[src/rtl/utf8v_pkg.sv]
// utf8v_pkg: beat types, byte classes and error codes of the validating utf-8 decoder
package utf8v_pkg;

	// error codes carried on a result beat
	localparam logic [2:0] ERR_NONE      = 3'd0;
	localparam logic [2:0] ERR_BAD_START = 3'd1;
	localparam logic [2:0] ERR_TRUNCATED = 3'd2;
	localparam logic [2:0] ERR_OVERLONG  = 3'd3;
	localparam logic [2:0] ERR_SURROGATE = 3'd4;
	localparam logic [2:0] ERR_RANGE     = 3'd5;
	localparam logic [2:0] ERR_BAD_CONT  = 3'd6;

	// sequence widths given by a start byte
	localparam logic [2:0] WID_INVALID = 3'd0;
	localparam logic [2:0] WID_ONE     = 3'd1;
	localparam logic [2:0] WID_TWO     = 3'd2;
	localparam logic [2:0] WID_THREE   = 3'd3;
	localparam logic [2:0] WID_FOUR    = 3'd4;

	// lead bytes with special second-byte rules, and byte limits for the range checks
	localparam logic [7:0] LEAD_SURR  = 8'hED;
	localparam logic [7:0] LEAD_TOP   = 8'hF4;
	localparam logic [7:0] CONT_LIMIT = 8'h90;
	localparam logic [7:0] LEAD_LIMIT = 8'hF5;

	// input beat
	typedef struct packed {
		logic [7:0] in_byte;
		logic       end_of_string;
	} item_t;

	// result beat
	typedef struct packed {
		logic [20:0] code_point;
		logic [2:0]  error_code;
		logic        last;
	} result_t;

	// classified byte, as queued between front and back
	typedef struct packed {
		logic [7:0] in_byte;
		logic       eos;
		logic [2:0] width;
		logic       bad_cont;
		logic [2:0] lead_err;
		logic [6:0] lead_bits;
	} cls_t;

endpackage

[src/rtl/utf8v_fifo.sv]
// utf8v_fifo: small register queue with push/full and pop/empty sides
module utf8v_fifo #(
	parameter int WIDTH = 8,
	parameter int DEPTH = 2
) (
	input  logic             clk,
	input  logic             arst_n,
	input  logic             push,
	input  logic [WIDTH-1:0] wdata,
	output logic             full,
	input  logic             pop,
	output logic [WIDTH-1:0] rdata,
	output logic             empty
);

	localparam int PTR_W = (DEPTH > 1) ? $clog2(DEPTH) : 1;
	localparam int CNT_W = $clog2(DEPTH + 1);

	logic [WIDTH-1:0] mem_q [DEPTH];
	logic [PTR_W-1:0] wptr_q;
	logic [PTR_W-1:0] rptr_q;
	logic [CNT_W-1:0] count_q;
	logic             do_push;
	logic             do_pop;

	assign full    = (count_q == CNT_W'(DEPTH));
	assign empty   = (count_q == '0);
	assign do_push = push && !full;
	assign do_pop  = pop && !empty;
	assign rdata   = mem_q[rptr_q];

	// storage, no reset needed on payload
	always_ff @(posedge clk) begin
		if (do_push) begin
			mem_q[wptr_q] <= wdata;
		end
	end

	// pointers and fill count
	always_ff @(posedge clk or negedge arst_n) begin
		if (!arst_n) begin
			wptr_q  <= '0;
			rptr_q  <= '0;
			count_q <= '0;
		end else begin
			if (do_push) begin
				wptr_q <= (wptr_q == PTR_W'(DEPTH - 1)) ? '0 : wptr_q + 1'b1;
			end
			if (do_pop) begin
				rptr_q <= (rptr_q == PTR_W'(DEPTH - 1)) ? '0 : rptr_q + 1'b1;
			end
			if (do_push && !do_pop) begin
				count_q <= count_q + 1'b1;
			end else if (do_pop && !do_push) begin
				count_q <= count_q - 1'b1;
			end
		end
	end

endmodule

[src/rtl/utf8v_classify.sv]
// utf8v_classify: front-end byte classification ahead of the queue
module utf8v_classify (
	input  utf8v_pkg::item_t item,
	output utf8v_pkg::cls_t  cls
);

	logic [7:0] b;

	assign b = item.in_byte;

	always_comb begin
		cls           = '0;
		cls.in_byte   = b;
		cls.eos       = item.end_of_string;
		cls.bad_cont  = (b[7:6] != 2'b10);
		cls.width     = utf8v_pkg::WID_INVALID;
		cls.lead_err  = utf8v_pkg::ERR_NONE;
		cls.lead_bits = '0;
		// sequence width and lead data bits
		if (!b[7]) begin
			cls.width = utf8v_pkg::WID_ONE;
		end else if (b[7:5] == 3'b110) begin
			cls.width     = utf8v_pkg::WID_TWO;
			cls.lead_bits = {2'b00, b[4:0]};
			// c0 and c1 can only encode overlong forms
			if (b[4:1] == 4'b0000) begin
				cls.lead_err = utf8v_pkg::ERR_OVERLONG;
			end
		end else if (b[7:4] == 4'b1110) begin
			cls.width     = utf8v_pkg::WID_THREE;
			cls.lead_bits = {3'b000, b[3:0]};
		end else if (b[7:3] == 5'b11110) begin
			cls.width     = utf8v_pkg::WID_FOUR;
			cls.lead_bits = {4'b0000, b[2:0]};
			// f5 to f7 start sequences above the code space
			if (b >= utf8v_pkg::LEAD_LIMIT) begin
				cls.lead_err = utf8v_pkg::ERR_RANGE;
			end
		end
	end

endmodule

[src/rtl/utf8v_decode.sv]
// utf8v_decode: back-end sequence assembly, validation and result generation
module utf8v_decode (
	input  logic               clk,
	input  logic               arst_n,
	input  logic               cls_valid,
	input  utf8v_pkg::cls_t    cls,
	output logic               cls_take,
	output logic               res_push,
	output utf8v_pkg::result_t res,
	input  logic               res_full
);

	logic [20:0] partial_q;
	logic [1:0]  left_q;
	logic [2:0]  len_q;
	logic [7:0]  lead_q;
	logic [2:0]  perr_q;
	logic        drop_q;

	logic [20:0] partial_n;
	logic [1:0]  left_n;
	logic [2:0]  len_n;
	logic [7:0]  lead_n;
	logic [2:0]  perr_n;
	logic        drop_n;
	logic        res_valid;
	logic [2:0]  pe;
	logic [20:0] pv;
	logic [1:0]  left_dec;
	logic        second;
	logic [7:0]  b;

	assign b        = cls.in_byte;
	assign cls_take = cls_valid && !res_full;
	assign res_push = cls_take && res_valid;

	// next state and result for the byte at the head of the queue
	always_comb begin
		partial_n = partial_q;
		left_n    = left_q;
		len_n     = len_q;
		lead_n    = lead_q;
		perr_n    = perr_q;
		drop_n    = drop_q;
		res_valid = 1'b0;
		res       = '0;
		pe        = perr_q;
		pv        = {partial_q[14:0], b[5:0]};
		left_dec  = left_q - 1'b1;
		second    = ((len_q - {1'b0, left_q}) == 3'd1);
		if (drop_q) begin
			// discard until end of string
			if (cls.eos) begin
				drop_n = 1'b0;
			end
		end else if (left_q == 2'd0) begin
			// start position
			if (cls.width == utf8v_pkg::WID_INVALID) begin
				res_valid      = 1'b1;
				res.error_code = utf8v_pkg::ERR_BAD_START;
				res.last       = 1'b1;
				drop_n         = !cls.eos;
				partial_n      = '0;
				len_n          = '0;
				lead_n         = '0;
				perr_n         = utf8v_pkg::ERR_NONE;
			end else if (cls.width == utf8v_pkg::WID_ONE) begin
				res_valid      = 1'b1;
				res.code_point = {13'd0, b};
				res.last       = cls.eos;
				partial_n      = '0;
				len_n          = '0;
				lead_n         = '0;
				perr_n         = utf8v_pkg::ERR_NONE;
			end else if (cls.eos) begin
				res_valid      = 1'b1;
				res.error_code = utf8v_pkg::ERR_TRUNCATED;
				res.last       = 1'b1;
				partial_n      = '0;
				len_n          = '0;
				lead_n         = '0;
				perr_n         = utf8v_pkg::ERR_NONE;
			end else begin
				len_n     = cls.width;
				left_n    = cls.width[1:0] - 1'b1;
				lead_n    = b;
				perr_n    = cls.lead_err;
				partial_n = {14'd0, cls.lead_bits};
			end
		end else begin
			// continuation position: second-byte checks outrank a bad continuation
			if (second && (pe == utf8v_pkg::ERR_NONE)) begin
				if ((len_q == utf8v_pkg::WID_THREE) && (lead_q[3:0] == 4'd0) && !b[5]) begin
					pe = utf8v_pkg::ERR_OVERLONG;
				end else if ((len_q == utf8v_pkg::WID_FOUR) && (lead_q[2:0] == 3'd0)
						&& (b[5:4] == 2'b00)) begin
					pe = utf8v_pkg::ERR_OVERLONG;
				end else if ((lead_q == utf8v_pkg::LEAD_SURR) && b[5]) begin
					pe = utf8v_pkg::ERR_SURROGATE;
				end else if ((lead_q == utf8v_pkg::LEAD_TOP) && (b >= utf8v_pkg::CONT_LIMIT)) begin
					pe = utf8v_pkg::ERR_RANGE;
				end
			end
			if ((pe == utf8v_pkg::ERR_NONE) && cls.bad_cont) begin
				pe = utf8v_pkg::ERR_BAD_CONT;
			end
			if ((left_dec != 2'd0) && !cls.eos) begin
				// more bytes to come
				partial_n = pv;
				left_n    = left_dec;
				perr_n    = pe;
			end else begin
				res_valid = 1'b1;
				partial_n = '0;
				left_n    = '0;
				len_n     = '0;
				lead_n    = '0;
				perr_n    = utf8v_pkg::ERR_NONE;
				if (left_dec != 2'd0) begin
					// string ended mid-sequence
					res.error_code = utf8v_pkg::ERR_TRUNCATED;
					res.last       = 1'b1;
				end else if (pe != utf8v_pkg::ERR_NONE) begin
					res.error_code = pe;
					res.last       = 1'b1;
					drop_n         = !cls.eos;
				end else begin
					res.code_point = pv;
					res.last       = cls.eos;
				end
			end
		end
	end

	// decoder state
	always_ff @(posedge clk or negedge arst_n) begin
		if (!arst_n) begin
			partial_q <= '0;
			left_q    <= '0;
			len_q     <= '0;
			lead_q    <= '0;
			perr_q    <= utf8v_pkg::ERR_NONE;
			drop_q    <= 1'b0;
		end else if (cls_take) begin
			partial_q <= partial_n;
			left_q    <= left_n;
			len_q     <= len_n;
			lead_q    <= lead_n;
			perr_q    <= perr_n;
			drop_q    <= drop_n;
		end
	end

endmodule

[src/rtl/utf8_decoder_validating_core.sv]
// utf8_decoder_validating_core: validating utf-8 decoder, byte queue in, result queue out
//
//   channel  payload            beat taken when     side
//   item     item_t (byte,eos)  push && !full       input
//   result   result_t           pop && !empty       output
//
// one byte beat per cycle sustained while the result side keeps up; a result appears once the
// byte that completes it has passed the byte queue, then the decoder into the result queue.
// the decoder loop updates its state once per byte taken, while the result queue is not full.
// arst_n clears queue counts and decoder state; no clearing pass is needed.
// a stalled result side fills the result queue, then the byte queue, then full rises.
module utf8_decoder_validating_core #(
	parameter int QUEUE_DEPTH = 2
) (
	input  logic               clk,
	input  logic               arst_n,
	input  logic               push,
	input  utf8v_pkg::item_t   item,
	output logic               full,
	input  logic               pop,
	output utf8v_pkg::result_t result,
	output logic               empty
);

	localparam int CLS_W = $bits(utf8v_pkg::cls_t);
	localparam int RES_W = $bits(utf8v_pkg::result_t);

	utf8v_pkg::cls_t    cls_in;
	utf8v_pkg::cls_t    cls_head;
	utf8v_pkg::result_t res_beat;
	logic               cls_empty;
	logic               cls_take;
	logic               res_push;
	logic               res_full;

	// front: classify the incoming byte
	utf8v_classify u_classify (
		.item (item),
		.cls  (cls_in)
	);

	// queue between front and back
	utf8v_fifo #(
		.WIDTH (CLS_W),
		.DEPTH (QUEUE_DEPTH)
	) u_cls_q (
		.clk    (clk),
		.arst_n (arst_n),
		.push   (push),
		.wdata  (cls_in),
		.full   (full),
		.pop    (cls_take),
		.rdata  (cls_head),
		.empty  (cls_empty)
	);

	// back: assemble and validate sequences
	utf8v_decode u_decode (
		.clk       (clk),
		.arst_n    (arst_n),
		.cls_valid (!cls_empty),
		.cls       (cls_head),
		.cls_take  (cls_take),
		.res_push  (res_push),
		.res       (res_beat),
		.res_full  (res_full)
	);

	// result queue toward the consumer
	utf8v_fifo #(
		.WIDTH (RES_W),
		.DEPTH (QUEUE_DEPTH)
	) u_res_q (
		.clk    (clk),
		.arst_n (arst_n),
		.push   (res_push),
		.wdata  (res_beat),
		.full   (res_full),
		.pop    (pop),
		.rdata  (result),
		.empty  (empty)
	);

endmodule
[config.mk]
export PLATFORM = sky130hd
export DESIGN_NAME = utf8_decoder_validating_core
export DESIGN_NICKNAME = d
export VERILOG_FILES = /design/src/rtl/utf8v_pkg.sv /design/src/rtl/utf8v_fifo.sv /design/src/rtl/utf8v_classify.sv /design/src/rtl/utf8v_decode.sv /design/src/rtl/utf8_decoder_validating_core.sv
export SDC_FILE = /design/constraint.sdc
export NUM_CORES = 1
export LEC_CHECK = 0
export ABC_AREA = 1
export BUFFER_PORTS_ARGS = -buffer_cell sky130_fd_sc_hd__buf_2
export CAP_MARGIN = 40
export CELL_PAD_IN_SITES_DETAIL_PLACEMENT = 0
export CELL_PAD_IN_SITES_GLOBAL_PLACEMENT = 1
export CORE_UTILIZATION = 48
export CTS_BUF_LIST = sky130_fd_sc_hd__clkbuf_8 sky130_fd_sc_hd__clkbuf_16
export DETAILED_ROUTE_END_ITERATION = 10
export GPL_TIMING_DRIVEN = 0
export MAX_ROUTING_LAYER = met4
export PLACE_DENSITY = 0.79
export SKIP_LAST_GASP = 1
export SLEW_MARGIN = 30
export SYNTH_ARGS = -nofsm -noshare
export SYNTH_HDL_FRONTEND = slang
export SYNTH_HIERARCHICAL = 1
export SYNTH_SLANG_ARGS = --single-unit
[constraint.sdc]
create_clock -name clk -period 4.4 [get_ports clk]
set_input_delay 0.88 -clock clk [delete_from_list [all_inputs] [get_ports clk]]
set_output_delay 0.88 -clock clk [all_outputs]
set_load 0.02 [all_outputs]
==> metrics.cfg <==
[outcome]
status=completed

[power_and_ir_drop]
power_density_nw_per_um2=768
leakage_nw=3.25
peakVddDrop_uv=332

[sta]
setup_tns_ns=0
tightest_slew_ns=0.640
drv_slew=0
fin_worst_skew_ns=0.00717
fin_crit_sh_pct=70.0
grt_setup_unrepaired=no
clock.fmax_mhz=325
slew_headroom_pct=57.3
setup_viol=0
hold_viol=0
layout_min_cycle_time_ns=3.08

[die]
dieWidth_um=117
rows=41
die_y_um=117
initial_utilization_pct=49.7
die_area_um2=13700
core_area_um2=12800
ioPinCount=40

[worst_setup_path]
crit_slowest_cell=dfrtp_1
reg2reg_slack_ns=1.32
cp.required_ns=4.51
crit_arrival_ns=3.19
crit_fanout=17
cp-end-kind=flip-flop
cpMostUsedCell=nand2_1
crit_type=reg2reg
cp-start-kind=flip-flop
max_stage_delay_ns=0.35
path_cells=buf_2 > inv_2 > buf_4 > nand2_1 > nand2_1 > ha_1 > nand2_1 > nand2_1 > nor3_2 > buf_2 > nor3_1 > inv_1 > nor2_2 > nand2_1 > inv_1 > buf_8

[layout]
syn2layout_area_growth_pct=16.5
diodes=0
drive_gt1_share_pct=20.1
nNetsFinal=720
utilization_pct=57.9

[synthesis]
syn_area_um2=6350
netlist_instances=637
ys.warnings.count=6
synth.yosys.seq_area_share_pct=61.2
synth-seq-cells=136
synth.distinct_cells=39
syn_avg_cell_area_um2=9.96

[cts]
cts.path.max_buffers=2
cts-hold-fix-buffers=0
clock_latency_ns=0.42
cts-root-buf=clkbuf_16
cts_num_sinks=136
numCtsBuffers=17
h-tree-depth=4
post_cts_buffers=0
clk_pin_slew_ns=0.05
cts_tree=yes
cts_resized=0

[placed_design]
portBuffers=38
gp_congestion=0.843
hpwl_mm=9.46

[detailed_routing]
vias=4417
routed_wirelength_mm=12.7
vias_per_cell=5.00
ant_nets=0
drt-initial-drc-count=324
wl_per_cell_um=14.3
drc=0
drtPass1Iterations=5

[global_route]
grt_max_degree=28
grt_pass1_vias=4138
grt.met3_usage_pct=4.02
grt.overflow.total=0
antenna_found_initial=0
grt_usage_pct=21.2
grt_use_met1_pct=25.4
grt_pass1_wl_mm=20.6
use_met2_pct=35.7
busiest_layer=met2

[worst_hold_path]
hold_class=in2async

[flow_run]
drv_cap=0

==> cell usage after synthesis, drive strengths merged <==
cell	instances	area share [%]
o221ai	5	0.79
nand4	5	0.49
a31oi	2	0.20
inv	79	4.7
dfrtp	40	16
nand2	210	13
conb	1	0.059
fa	1	0.32
buf	27	3.0
edfxtp	96	45
or2	1	0.099
nand3	46	3.8
clkbuf	2	0.12
nor2	42	3.7
a211oi	1	0.20
nand3b	2	0.24
xnor2	2	0.28
a21oi	15	1.2
o21ai	18	1.4
nor3	16	2.1
o22ai	15	1.5
a21boi	1	0.12
ha	7	1.4
o211ai	3	0.43
==> final timing paths <==
path	to	cells past startpoint	start
min in group clk	u_res_q/wptr_q	2	u_res_q/wptr_q
max	u_res_q/mem_q[0][6]	16	u_cls_q/rptr_q
min reg2reg	u_res_q/wptr_q	2	u_res_q/wptr_q
max in group asynchronous	u_decode/partial_q[13]	2	arst_n
max reg2reg	u_res_q/mem_q[0][6]	16	u_cls_q/rptr_q
min	u_decode/lead_q[2]	1	arst_n
==> layout make-up <==
type / instances / area (um^2)
clock inverter: 13 / 83.8
multi-input combinational: 394 / 1990
sequential: 136 / 3880
buffer: 29 / 196
clock buffer: 19 / 464
tap: 172 / 215
fill: 1107 / 5380
inverter: 79 / 299
timing repair buffer: 42 / 268
==> cell families (layout without fill, tap and decap cells) <==
| logic type | Yosys count | count (layout) | synth area share, % |
|---|---|---|---|
| fa+ha+maj | 8 | 8 | 1.70 |
| flops | 136 | 136 | 61.2 |
| buf+inv | 108 | 182 | 7.81 |
| other cells | 1 | 2 | 0.0591 |
| simple gates | 322 | 322 | 23.1 |
| xor+xnor | 2 | 2 | 0.276 |
| compound gates | 60 | 60 | 5.87 |
==> layer usage <==
layer  routed length [um]  vias up
met5                    0        -
met4                  215        0
met2                 6370       77
met3                  445       20
met1                 5630     2093
li1                     -     2227
==> registers in the layout, indices dropped and copies added, names as in the netlist <==
name	flops
u_cls_q/count_q	2
u_cls_q/mem_q	46
u_cls_q/rptr_q	1
u_cls_q/wptr_q	1
u_decode/drop_q	1
u_decode/lead_q	8
u_decode/left_q	2
u_decode/len_q	3
u_decode/partial_q	15
u_decode/perr_q	3
u_res_q/count_q	2
u_res_q/mem_q	50
u_res_q/rptr_q	1
u_res_q/wptr_q	1
==> critical path: cells and delay by family (launching register included) <==
kind	cells	cell delay, ns
buf+inv	7	1.32
simple gates	8	0.92
flops	1	0.35
fa+ha+maj	1	0.16
==> where the power goes <==
group | switching (W) | leakage [nW] | internal [W]
combinational | 0.00168 | 1.55 | 0.000728
sequential | 0.000147 | 1.43 | 0.00187
clock | 0.000504 | 0.275 | 0.000760
total | 0.00233 | 3.25 | 0.00336
==> placed cells by master (no fill, tap or decap), types with 3 or more instances in the layout <==
cell type,count
a21oi_1,14
buf_2,45
buf_4,15
buf_6,3
clkbuf_16,18
clkinv_4,5
dfrtp_1,40
edfxtp_1,96
ha_1,7
inv_1,73
inv_2,8
nand2_1,206
nand2_2,3
nand3_1,44
nand4_1,5
nor2_1,25
nor2_2,7
nor2_4,10
nor3_1,5
nor3_2,11
o21ai_0,11
o21ai_1,7
o221ai_1,4
o22ai_1,15
==> through the flow <==
stage	cell area, um^2	setup WS (ns)	power, W	instances	hold WS [ns]
2_1_floorplan	6350	1.24	0.00371	638	0.449
3_3_place_gp	6760	0.292	0.00433	848	0.462
3_5_place_dp	6850	1.33	0.00446	852	0.471
4_1_cts	7400	1.31	0.00573	884	0.374
5_1_grt	7400	1.13	0.00609	884	0.396
6_report	7400	1.32	0.00568	884	0.376
Power figures use the tool's default switching activity.
